### src/design/bpa_pkg.sv
// ----------------------------------------------------------------------------
// bpa_pkg
// Shared types and constants of the bitmap page allocator: map geometry,
// request kinds, register indexes and the controller/datapath interface.
// ----------------------------------------------------------------------------
package bpa_pkg;

   localparam int NUM_BLOCKS     = 4096;
   localparam int BLK_BITS       = 12;
   localparam int CNT_BITS       = 13;
   localparam int ADDR_BITS      = 48;
   localparam int WORD_BITS      = 64;
   localparam int NUM_WORDS      = NUM_BLOCKS / WORD_BITS;
   localparam int WORD_SEL_BITS  = 6;
   localparam int BIT_SEL_BITS   = 6;
   localparam int CHUNK_BITS     = 8;
   localparam int CHUNK_SEL_BITS = 3;
   localparam int POS_BITS       = 3;
   localparam int SHIFT_BITS     = 5;
   localparam int TYPE_BITS      = 32;
   localparam int KIND_BITS      = 2;
   localparam int CSR_IDX_BITS   = 1;

   localparam logic [KIND_BITS-1:0] KIND_ALLOC  = 2'd0;
   localparam logic [KIND_BITS-1:0] KIND_FREE   = 2'd1;
   localparam logic [KIND_BITS-1:0] KIND_REGION = 2'd2;
   localparam logic [KIND_BITS-1:0] KIND_QUERY  = 2'd3;

   localparam logic [CSR_IDX_BITS-1:0] CSR_REGION_BASE = 1'b0;
   localparam logic [CSR_IDX_BITS-1:0] CSR_BLOCK_SHIFT = 1'b1;

   localparam logic [ADDR_BITS-1:0]  BASE_RESET  = '0;
   localparam logic [SHIFT_BITS-1:0] SHIFT_RESET = 5'd12;
   localparam logic [TYPE_BITS-1:0]  TYPE_USABLE = 32'd1;

   typedef enum logic [3:0] {
      STG_NONE,
      STG_P1,
      STG_P2,
      STG_P3,
      STG_P4,
      STG_DECIDE,
      STG_SCAN,
      STG_AL1,
      STG_AL2,
      STG_AL3,
      STG_FILL,
      STG_QRY
   } stage_type;

   typedef enum logic [1:0] {
      OP_DONE,
      OP_SCAN,
      OP_FILL,
      OP_QUERY
   } op_type;

   typedef enum logic [3:0] {
      ST_IDLE,
      ST_P1,
      ST_P2,
      ST_P3,
      ST_P4,
      ST_DECIDE,
      ST_SCAN_RD,
      ST_SCAN,
      ST_AL1,
      ST_AL2,
      ST_AL3,
      ST_FILL_RD,
      ST_FILL_WR,
      ST_QRY_RD,
      ST_QRY,
      ST_DONE
   } state_type;

   typedef struct packed {
      logic      load;
      stage_type stage;
      logic      mem_rd;
      logic      mem_wr;
      logic      out_load;
   } cmd_type;

   typedef struct packed {
      op_type next_op;
      logic   scan_found;
      logic   chunk_last;
      logic   word_last;
      logic   addr_over;
      logic   fill_last;
   } sts_type;

endpackage

### src/design/bpa_ctrl.sv
// ----------------------------------------------------------------------------
// bpa_ctrl
// Request sequencer: steps the datapath through setup, map scan, word fill
// and query, and owns the request and response handshakes.
// ----------------------------------------------------------------------------
module bpa_ctrl (
   input  logic             clock,
   input  logic             reset,
   input  logic             req_valid,
   output logic             req_ready,
   output logic             rsp_valid,
   input  logic             rsp_ready,
   input  bpa_pkg::sts_type sts,
   output bpa_pkg::cmd_type cmd
);

   bpa_pkg::state_type state_ff, state_in;
   logic rsp_valid_ff, rsp_valid_in;

   always_ff @(posedge clock) begin
      if (reset) begin
         state_ff     <= bpa_pkg::ST_IDLE;
         rsp_valid_ff <= 1'b0;
      end else begin
         state_ff     <= state_in;
         rsp_valid_ff <= rsp_valid_in;
      end
   end

   always_comb begin
      state_in     = state_ff;
      cmd.load     = 1'b0;
      cmd.stage    = bpa_pkg::STG_NONE;
      cmd.mem_rd   = 1'b0;
      cmd.mem_wr   = 1'b0;
      cmd.out_load = 1'b0;
      req_ready    = 1'b0;
      unique case (state_ff)
         bpa_pkg::ST_IDLE: begin
            req_ready = 1'b1;
            if (req_valid) begin
               cmd.load = 1'b1;
               state_in = bpa_pkg::ST_P1;
            end
         end
         bpa_pkg::ST_P1: begin
            cmd.stage = bpa_pkg::STG_P1;
            state_in  = bpa_pkg::ST_P2;
         end
         bpa_pkg::ST_P2: begin
            cmd.stage = bpa_pkg::STG_P2;
            state_in  = bpa_pkg::ST_P3;
         end
         bpa_pkg::ST_P3: begin
            cmd.stage = bpa_pkg::STG_P3;
            state_in  = bpa_pkg::ST_P4;
         end
         bpa_pkg::ST_P4: begin
            cmd.stage = bpa_pkg::STG_P4;
            state_in  = bpa_pkg::ST_DECIDE;
         end
         bpa_pkg::ST_DECIDE: begin
            cmd.stage = bpa_pkg::STG_DECIDE;
            unique case (sts.next_op)
               bpa_pkg::OP_SCAN:  state_in = bpa_pkg::ST_SCAN_RD;
               bpa_pkg::OP_FILL:  state_in = bpa_pkg::ST_FILL_RD;
               bpa_pkg::OP_QUERY: state_in = bpa_pkg::ST_QRY_RD;
               default:           state_in = bpa_pkg::ST_DONE;
            endcase
         end
         bpa_pkg::ST_SCAN_RD: begin
            cmd.mem_rd = 1'b1;
            state_in   = bpa_pkg::ST_SCAN;
         end
         bpa_pkg::ST_SCAN: begin
            cmd.stage = bpa_pkg::STG_SCAN;
            priority if (sts.scan_found)
               state_in = bpa_pkg::ST_AL1;
            else if (sts.chunk_last && sts.word_last)
               state_in = bpa_pkg::ST_DONE;
            else if (sts.chunk_last)
               state_in = bpa_pkg::ST_SCAN_RD;
            else
               state_in = bpa_pkg::ST_SCAN;
         end
         bpa_pkg::ST_AL1: begin
            cmd.stage = bpa_pkg::STG_AL1;
            state_in  = bpa_pkg::ST_AL2;
         end
         bpa_pkg::ST_AL2: begin
            cmd.stage = bpa_pkg::STG_AL2;
            state_in  = bpa_pkg::ST_AL3;
         end
         bpa_pkg::ST_AL3: begin
            cmd.stage = bpa_pkg::STG_AL3;
            state_in  = sts.addr_over ? bpa_pkg::ST_DONE : bpa_pkg::ST_FILL_RD;
         end
         bpa_pkg::ST_FILL_RD: begin
            cmd.mem_rd = 1'b1;
            state_in   = bpa_pkg::ST_FILL_WR;
         end
         bpa_pkg::ST_FILL_WR: begin
            cmd.stage  = bpa_pkg::STG_FILL;
            cmd.mem_wr = 1'b1;
            state_in   = sts.fill_last ? bpa_pkg::ST_DONE : bpa_pkg::ST_FILL_RD;
         end
         bpa_pkg::ST_QRY_RD: begin
            cmd.mem_rd = 1'b1;
            state_in   = bpa_pkg::ST_QRY;
         end
         bpa_pkg::ST_QRY: begin
            cmd.stage = bpa_pkg::STG_QRY;
            state_in  = bpa_pkg::ST_DONE;
         end
         bpa_pkg::ST_DONE: begin
            // wait for the output register to drain
            if (!rsp_valid_ff || rsp_ready) begin
               cmd.out_load = 1'b1;
               state_in     = bpa_pkg::ST_IDLE;
            end
         end
         default: state_in = bpa_pkg::ST_IDLE;
      endcase
   end

   always_comb begin
      if (cmd.out_load)
         rsp_valid_in = 1'b1;
      else if (rsp_ready)
         rsp_valid_in = 1'b0;
      else
         rsp_valid_in = rsp_valid_ff;
   end

   assign rsp_valid = rsp_valid_ff;

   a_no_overwrite: assert property (@(posedge clock) disable iff (reset)
      cmd.out_load |-> (!rsp_valid_ff || rsp_ready))
      else $error("response overwritten before it was taken");

   a_write_after_read: assert property (@(posedge clock) disable iff (reset)
      state_ff == bpa_pkg::ST_FILL_WR |-> $past(state_ff) == bpa_pkg::ST_FILL_RD)
      else $error("map word written without a fresh read");

   a_accept_starts: assert property (@(posedge clock) disable iff (reset)
      (req_valid && req_ready) |=> state_ff == bpa_pkg::ST_P1)
      else $error("accepted request did not start setup");

endmodule

### config.mk
export PLATFORM = sky130hd
export DESIGN_NAME = bpa_ctrl
export DESIGN_NICKNAME = d
export VERILOG_FILES = /design/src/design/bpa_pkg.sv /design/src/design/bpa_ctrl.sv
export SDC_FILE = /design/constraint.sdc
export NUM_CORES = 1
export LEC_CHECK = 0
export ABC_AREA = 1
export BUFFER_PORTS_ARGS = -buffer_cell sky130_fd_sc_hd__buf_2
export CORE_AREA = 2 2 39 41
export DETAILED_ROUTE_END_ITERATION = 7
export DIE_AREA = 0 0 41 43
export HOLD_SLACK_MARGIN = 0.05
export PLACE_DENSITY = 0.62
export SETUP_SLACK_MARGIN = 0.5
export SLEW_MARGIN = 10
export SYNTH_ARGS = -nofsm -noshare
export SYNTH_HDL_FRONTEND = slang
export SYNTH_SLANG_ARGS = --single-unit
export TNS_END_PERCENT = 20
### constraint.sdc
create_clock -name clock -period 1.7 [get_ports clock]
set_clock_uncertainty 0.15 [all_clocks]
set_input_delay 0.34 -clock clock [delete_from_list [all_inputs] [get_ports clock]]
set_output_delay 0.34 -clock clock [all_outputs]
set_load 0.02 [all_outputs]
==> results of run 1 <==
## where the power goes
part           internal [mW]  switching, mW  leakage, nW  total (mW)
registers              0.141         0.0629       0.0441       0.204
logic                  0.212          0.262        0.434       0.475
clock network         0.0891         0.0536       0.0150       0.143
## metrics by stage
stage	util, %	hold slack [ns]	TNS (ns)
floorplan	-	0.2527	0
global placement	53.53	0.3734	0
detailed placement	53.53	0.3796	0
CTS	62.84	0.1178	-0.01026
global route	67.09	0.1285	-0.1716
finish	67.09	0.1242	0
## sequential cells by signal (all words and copies together) (netlist names)
name,cells
state_ff,4
rsp_valid,1
## cell usage after synthesis
cell type	number
o21ai_0	3
buf_4	1
nand2_2	2
dfxtp_1	5
inv_1	12
nor2_1	17
nand3_1	9
nor2_4	2
nand3_2	1
nor3_1	2
inv_2	3
nor2_2	1
a21oi_1	2
o211ai_1	1
o22ai_1	1
nand4_1	1
o21ai_1	1
nand2_1	27
o2111ai_1	1
## cell type report
type | instances | area (um^2) | area share (%)
multi-input cells | 71 | 480.5 | 51.75
inverters | 15 | 73.82 | 7.951
clock buffers | 4 | 26.28 | 2.830
well taps | 16 | 20.02 | 2.156
repair buffers | 28 | 211.5 | 22.78
flip-flops and latches | 5 | 116.4 | 12.53
## kinds of logic (layout without fill, tap and decap cells)
logic type	count (synthesis)	in the layout	share of synthesized area, %
AOI/OAI and AO/OA	9	9	10.63
buffers and inverters	16	47	12.91
DFF	5	5	20.25
and+or+nand+nor	62	62	56.20
## worst max path at each step
stage	startpoint	to	slack [ns]	depth (start not counted)
6_report	state_ff[3]	cmd[4]	0.007	5
5_1_grt	state_ff[0]	cmd[4]	-0.04	5
4_1_cts	state_ff[3]	cmd[4]	-0.006	5
3_5_place_dp	state_ff[0]	cmd[4]	0.21	4
3_3_place_gp	state_ff[0]	cmd[4]	0.21	4
2_1_floorplan	state_ff[0]	cmd[3]	0.42	4
## layer usage
layer	share of wire, %	wire length, um
met1	44	689
met2	48	763
met3	4.8	75
met4	3.1	49
met5	0	0
## repair_timing
| action | CTS | global route |
|---|---|---|
| gates resized for setup | 24 | 4 |
| pin swaps | 12 | 5 |
| endpoints found under the setup margin | 14 | 14 |
| setup buffers | 3 | 5 |
| endpoints found under the hold margin | 0 | 0 |
| hold buffers | 0 | 0 |
## worst max-delay path, cell delays in order (launching register included)
cell       delay [ns]
dfxtp_4          0.40
inv_6            0.06
nor2_4           0.18
nand2_4          0.09
o2111ai_4        0.07
buf_6            0.14
==> key figures, run 1 <==
Status
  • Status: finished, final reports clean

Setup path
  • Crit. End Element: primary output
  • WS Path Type: flip-flop to primary output
  • Worst EP required: 1.21 ns
  • Cells on worst reg2reg path: 10
  • Crit path arrival time: 1.20 ns
  • CP max FO: 5
  • Reg-to-Reg Start: state_ff[3]
  • Reg-to-Reg End: state_ff[1]
  • Startpoint Class: flip-flop
  • R2R setup slack: 0.22 ns

Die
  • DIE AREA: 1763 um^2
  • I/O Pins: 21
  • Die Ht: 43 um
  • Die X: 41 um
  • Core footprint: 1384 um^2
  • Initial core utilization: 35.71%
  • Num rows: 14

Yosys
  • Netlist Area Pre-Place: 494.2 um^2
  • Yosys warns: 0
  • Sequential share of the synthesized area: 20.25%
  • Top cell type's share of synthesized area: 20.51%
  • Synth area leaders: nand2_1 21%, dfxtp_1 20%, nor2_1 13%
  • Post-synth net total: 103
  • Post-synth top area cell: nand2_1
  • Number of synthesized register bits: 5
  • Mean area per synthesized cell: 5.372 um^2
  • Library cells used by synthesis: 19
  • Cells after synthesis: 92

Min path
  • Hold path depth: 2
  • Hold Crit Start: reset
  • Hold WC Path Type: input pin to flip-flop
  • Worst Hold End: rsp_valid

Drt
  • DR DRC count: 0
  • DR iter-0 viols: 7
  • WL final: 1.578 mm
  • Via count: 662
  • WL per Instance: 11.35 um
  • Vias per cell: 4.763
  • DRT Pass-1 Iters: 4
  • Antenna Nets Post-Route: 0

CTS
  • TritonCTS Sinks: 5
  • CTS HTree Levels: 1
  • TritonCTS buffer count: 3
  • Clk_lat worst skew: 0.25 ns
  • Worst-path clk slew: 0.05 ns
  • Root buffer cell: clkbuf_4
  • CTS tree: built
  • Clock Path Buffers: 2

STA
  • Final Setup Violations: 0
  • Slew Limit Fails: 0
  • Worst-Margin Slew: 0.2182 ns
  • RSZ-0062 raised after global routing: true
  • Setup ws final: 0.007223 ns
  • Slew margin rel.: 85.40%
  • Period minus WS final: 1.693 ns
  • Period utilization: 99.58%
  • Max Clock Freq: 590.7 MHz
  • Final Hold Vio Count: 0

Cells and area
  • Share of layout cells above drive strength 1: 55.28%
  • # diodes: 0
  • Most common cell after layout, fill and taps aside: nand2_1
  • Design Area, Final: 928.4 um^2
  • Final #Nets: 135
  • Fin cells: 139
  • Fillcell total: 127
  • Most frequent cells in the layout: 21 x nand2_1, 11 x nor2_1, 11 x buf_4
  • Area Overhead vs Synth: 87.85%

Job
  • MaxCap Viol Count: 0

Placement
  • # port buffers: 20
  • Post-DP Area: 740.7 um^2
  • RD Place Congestion: 0.8609
  • Dpl ws: 0.2077 ns
  • DP HPWL: 1.163 mm
  • # placed instances: 127

Global routing
  • Grt met3 use: 6.283%
  • Largest net degree at the start of global routing: 7
  • Initial antenna violation count: 0
  • Most Crowded Layer GR: met2
  • Met2 usage: 32.19%
  • Met1 GRT Util: 23.23%
  • Vias in the first global route: 604
  • First-pass GRT wire length: 2.449 mm
  • GRT Overall Usage: 21.61%
  • Total gr overflow: 0

Power
  • Leak: 0.4930 nW
  • Overall power: 0.8213 mW
  • Peak supply drop: 0.6463 mV
  • Power Dens Cells: 884.7 nW/um^2
No activity file was read; power rests on OpenSTA's default activity.
==> run 2: changes to the inputs <==
--- a/constraint.sdc
+++ b/constraint.sdc
@@ -4,2 +4,2 @@
 set_output_delay 0.34 -clock clock [all_outputs]
-set_load 0.02 [all_outputs]
+set_load 0.01 [all_outputs]
==> run 2 against run 1 <==
Worst hold slack worse by 0.0021 ns. Combinational power decreased by 17%. Largest cell class unchanged. Worst setup slack improved by 0.033 ns. Non-clock buffer count grew 2. Register-to-register slack got worse by 0.02 ns. Clock-buffer cell count is the same. Global-route usage fell by 1.1 points. Critical path depth unchanged. Clock power down 6%. Design area down 3.2%. Sequential share of layout area is 0.42 points higher.
==> key figures, run 2 (same netlist as run 1, synthesis figures left out) <==
Status
  • Status: finished, final reports clean

STA
  • Setup TNS Final: 0 ns (unchanged)
  • Slew margin rel.: 86.20% (+0.81 points)
  • RSZ-0062 raised after global routing: true
  • Period minus WS final: 1.660 ns (-0.03260 ns)
  • Final Setup Violations: 0 (unchanged)
  • Period utilization: 97.66% (-1.9 points)
  • Slew Limit Fails: 0 (unchanged)
  • Worst-Margin Slew: 0.2056 ns (-0.01267 ns)
  • Max Clock Freq: 602.3 MHz (+2.0%)
  • Final Hold Vio Count: 0 (unchanged)

Global routing
  • Initial antenna violation count: 0 (unchanged)
  • Total gr overflow: 0 (unchanged)
  • Vias in the first global route: 598 (-0.99%)
  • GRT Overall Usage: 20.50% (-1.1 points)
  • First-pass GRT wire length: 2.463 mm (+0.57%)
  • Largest net degree at the start of global routing: 7 (unchanged)

Die
  • Die Ht: 43 um (unchanged)
  • I/O Pins: 21 (unchanged)
  • Num rows: 14 (unchanged)
  • Die X: 41 um (unchanged)
  • Core footprint: 1384 um^2 (unchanged)
  • DIE AREA: 1763 um^2 (unchanged)
  • Initial core utilization: 35.71% (unchanged)

Setup path
  • Reg-to-Reg End: state_ff[2]
  • WS Path Type: flip-flop to primary output
  • Cells on worst reg2reg path: 10 (unchanged)
  • Startpoint Class: flip-flop
  • Crit path arrival time: 1.17 ns (-0.03 ns)
  • CP max FO: 3 (-2)
  • R2R setup slack: 0.20 ns (-0.02 ns)
  • Worst EP required: 1.21 ns (about the same)
  • Reg-to-Reg Start: state_ff[3]
  • Crit. End Element: primary output
  • CP endpoint: cmd[4]
  • Crit path from: state_ff[3]

Drt
  • DR iter-0 viols: 5 (-2)
  • DR DRC count: 0 (unchanged)
  • Vias per cell: 4.816 (+1.1%)
  • Via count: 679 (+2.6%)
  • DRT Pass-1 Iters: 4 (unchanged)
  • Antenna Nets Post-Route: 0 (unchanged)
  • WL per Instance: 11.04 um (-2.7%)
  • WL final: 1.557 mm (-1.3%)

Cells and area
  • Largest register FFs: 4 (unchanged)
  • Area Overhead vs Synth: 81.77%
  • Final #Nets: 137 (+1.5%)
  • Post-layout util: 64.92% (-2.2 points)
  • Top reg by flops: state_ff
  • Design Area, Final: 898.4 um^2 (-3.2%)
  • Fin cells: 141 (+1.4%)
  • Most frequent cells in the layout: 20 x nand2_1, 15 x buf_2, 12 x nor2_1
  • # diodes: 0 (unchanged)
  • Most common cell after layout, fill and taps aside: nand2_1
  • Share of layout cells above drive strength 1: 56.80% (+1.5 points)

Power
  • Overall power: 0.7138 mW (-13%)
  • Peak supply drop: 0.4859 mV (-25%)
  • Power Dens Cells: 794.5 nW/um^2 (-10%)
  • Leak: 0.5003 nW (+1.5%)

CTS
  • Clk_lat worst skew: 0.24 ns (about the same)
  • CTS tree: built
  • # hold bufs at CTS: 0 (unchanged)
  • Worst-path clk slew: 0.04 ns (about the same)
  • CTS HTree Levels: 1 (unchanged)
  • TritonCTS buffer count: 3 (unchanged)
  • TritonCTS Sinks: 5 (unchanged)
  • Clock Path Buffers: 2 (unchanged)
  • Root buffer cell: clkbuf_4

Placement
  • # placed instances: 127 (unchanged)
  • # port buffers: 20 (unchanged)
  • Post-DP Area: 726.9 um^2 (-1.9%)
  • RD Place Congestion: 0.7905 (-8.2%)
  • DP HPWL: 1.157 mm (-0.47%)

Min path
  • Hold WC Path Type: input pin to flip-flop

Job
  • MaxCap Viol Count: 0 (unchanged)
==> run 2: area by class of cell <==
type                    count  area, um^2
inverters                  15       63.81
fillers                   112       485.5
flip-flops and latches      5       116.4
multi-input cells          71       452.9
well taps                  16       20.02
clock buffers               4       26.28
repair buffers             30       219.0
==> run 2: where the power goes <==
part	switching, mW	leakage (nW)	internal (mW)
sequential	0.0455	0.0441	0.141
combinational	0.219	0.441	0.174
clock	0.0456	0.0150	0.0885
total	0.310	0.500	0.404
==> run 2: metrics by stage <==
step                hold slack, ns  worst slack, ns
finish                      0.1221          0.03982
global placement            0.3733           0.2703
floorplan                   0.2527           0.4641
global route                0.1135         -0.01662
detailed placement          0.3762           0.2740
CTS                         0.1162          0.02325
==> run 2: layer usage <==
metal / global-route usage (%) / share of wire, % / vias up
met1: 25.81 / 45 / 308
li1: - / - / 356
met4: 12.00 / 0.64 / 0
met3: 3.141 / 2.6 / 2
met2: 31.25 / 52 / 13
met5: 0 / 0 / -
==> run 2: worst min path at each step <==
stage	end	start	cells past startpoint
floorplan	state_ff[3]	reset	1
global placement	state_ff[3]	reset	2
detailed placement	state_ff[3]	reset	2
CTS	state_ff[3]	reset	2
global route	state_ff[3]	reset	2
finish	state_ff[3]	reset	2
==> run 2: critical path, stage by stage, from the launching register on <==
cell and delay (ns):
dfxtp_4 0.36, buf_12 0.13, nor2_4 0.13, nand2_2 0.09
o2111ai_4 0.09, buf_6 0.13
==> run 2: timing repair <==
item | in CTS | in global routing
hold endpoints to repair | 0 | 0
setup buffers | 6 | 4
pin swaps | 6 | 15
endpoints found under the setup margin | 13 | 14
gates resized for setup | 3 | 9
==> run 3: changes to the inputs <==
- BUFFER_PORTS_ARGS: -buffer_cell sky130_fd_sc_hd__buf_2 -> -buffer_cell sky130_fd_sc_hd__clkbuf_2
==> run 3 against run 2 <==
Design area is 11% lower. Die area stayed put. Via count is 4.9% lower. Register-to-register slack better by 0.14 ns. Largest cell class unchanged. Largest power group unchanged.
==> key figures, run 3 (same netlist as run 1, synthesis figures left out) <==
Die
  • Die X: 41 um (unchanged)
  • Core footprint: 1384 um^2 (unchanged)
  • Num rows: 14 (unchanged)
  • Initial core utilization: 35.71% (unchanged)
  • DIE AREA: 1763 um^2 (unchanged)
  • I/O Pins: 21 (unchanged)
  • Die Ht: 43 um (unchanged)

Drt
  • DR iter-0 viols: 9 (+4)
  • Via count: 646 (-4.9%)
  • Vias per cell: 4.894 (+1.6%)
  • WL per Instance: 10.69 um (-3.2%)
  • Antenna Nets Post-Route: 0 (unchanged)
  • DRT Pass-1 Iters: 4 (unchanged)
  • WL final: 1.411 mm (-9.4%)
  • DR DRC count: 0 (unchanged)

STA
  • Slew Limit Fails: 0 (unchanged)
  • Max Clock Freq: 601.9 MHz (about the same)
  • Setup ws final: 0.03857 ns (-0.001254 ns)
  • Worst-Margin Slew: 0.1946 ns (-0.01091 ns)
  • Period minus WS final: 1.661 ns (+0.001254 ns)
  • Final Setup Violations: 0 (unchanged)
  • RSZ-0062 raised after global routing: true
  • Final hold slack: 0.1356 ns (+0.01359 ns)
  • Slew margin rel.: 87.02% (+0.82 points)
  • Period utilization: 97.73% (about the same)
  • Final Hold Vio Count: 0 (unchanged)
  • Setup TNS Final: 0 ns (unchanged)

CTS
  • CTS HTree Levels: 1 (unchanged)
  • Worst-path clk slew: 0.04 ns (about the same)
  • TritonCTS Sinks: 5 (unchanged)
  • CTS tree: built
  • TritonCTS buffer count: 3 (unchanged)
  • Clock Path Buffers: 2 (unchanged)
  • Root buffer cell: clkbuf_4
  • Clk_lat worst skew: 0.23 ns (about the same)

Global routing
  • Initial antenna violation count: 0 (unchanged)
  • First-pass GRT wire length: 2.242 mm (-9.0%)
  • Largest net degree at the start of global routing: 7 (unchanged)
  • Vias in the first global route: 557 (-6.9%)
  • Total gr overflow: 0 (unchanged)
  • GRT Overall Usage: 18.43% (-2.1 points)

Cells and area
  • Final #Nets: 128 (-6.6%)
  • Most frequent cells in the layout: 20 x nand2_1, 16 x clkbuf_2, 10 x nor2_1
  • Register area: 116.4 um^2 (unchanged)
  • Share of layout cells above drive strength 1: 55.17% (-1.6 points)
  • Top reg by flops: state_ff
  • Most common cell after layout, fill and taps aside: nand2_1
  • Largest register FFs: 4 (unchanged)
  • Fillcell total: 148 (+32%)
  • # diodes: 0 (unchanged)
  • Fin cells: 132 (-6.4%)
  • Area Overhead vs Synth: 62.53%
  • Area of the multi-input gates: 450.4 um^2 (-0.55%)

Power
  • Leak: 0.4309 nW (-14%)
  • Power Dens Cells: 846.5 nW/um^2 (+6.5%)
  • Peak supply drop: 0.6476 mV (+33%)
  • Overall power: 0.6800 mW (-4.7%)

Placement
  • # placed instances: 127 (unchanged)
  • # port buffers: 20 (unchanged)
  • DP HPWL: 1.164 mm (+0.56%)
  • Dpl ws: 0.2834 ns (+0.009428 ns)
  • RD Place Congestion: 0.7795 (-1.4%)

Min path
  • Hold WC Path Type: input pin to flip-flop

Setup path
  • WS Path Type: flip-flop to primary output
  • Worst EP required: 1.21 ns (about the same)
  • Crit path arrival time: 1.17 ns (about the same)
  • CP max FO: 5 (+2)
  • Crit. End Element: primary output
  • Startpoint Class: flip-flop

Job
  • MaxCap Viol Count: 0 (unchanged)

Status
  • Status: finished, final reports clean
run 3: layout make-up:
cell class,count,share of cell area [%]
flip-flops and latches,5,14.49
clock buffers,4,3.271
repair buffers,21,15.42
multi-input cells,71,56.07
well taps,16,2.492
inverters,15,8.255
run 3: per-stage QoR:
stage | area (um^2) | utilization [%]
after floorplan | 614.3 | -
after global placement | 726.9 | 52.53
after detailed placement | 726.9 | 52.53
after CTS | 760.7 | 54.97
after global routing | 803.3 | 58.05
final | 803.3 | 58.05
run 3: path summary, 6_finish.rpt:
path,start,end,slack [ns],depth (start not counted)
setup reg to reg,state_ff[3],state_ff[2],0.34,8
setup / recovery,state_ff[3],cmd[4],0.04,5
hold / removal,reset,state_ff[3],0.14,2
hold reg to reg,rsp_valid,rsp_valid,0.43,4
run 3: critical path, cell delays in order, from the launching register on:
cell and delay, ns:
dfxtp_4 0.37, nand2_2 0.13, inv_2 0.08, nand2_2 0.10, o2111ai_4 0.12, buf_6 0.14
run 3: layer usage:
metal	vias up	global-route usage, %	wire length (um)
met3	2	3.141	33
met2	9	29.69	728
met5	-	0	0
li1	338	-	-
met1	297	22.73	644
met4	0	8.000	4
run 3: where the power goes:
| part | switching [mW] | internal, mW |
|---|---|---|
| registers | 0.0446 | 0.141 |
| logic | 0.214 | 0.149 |
| clock network | 0.0430 | 0.0884 |
run 3: timing repair:
item / CTS / global route
hold buffers: 0 / 0
resized for setup: 2 / 14
buffers inserted: 0 / 1
pin swaps: 1 / 5
endpoints found under the setup margin: 13 / 14
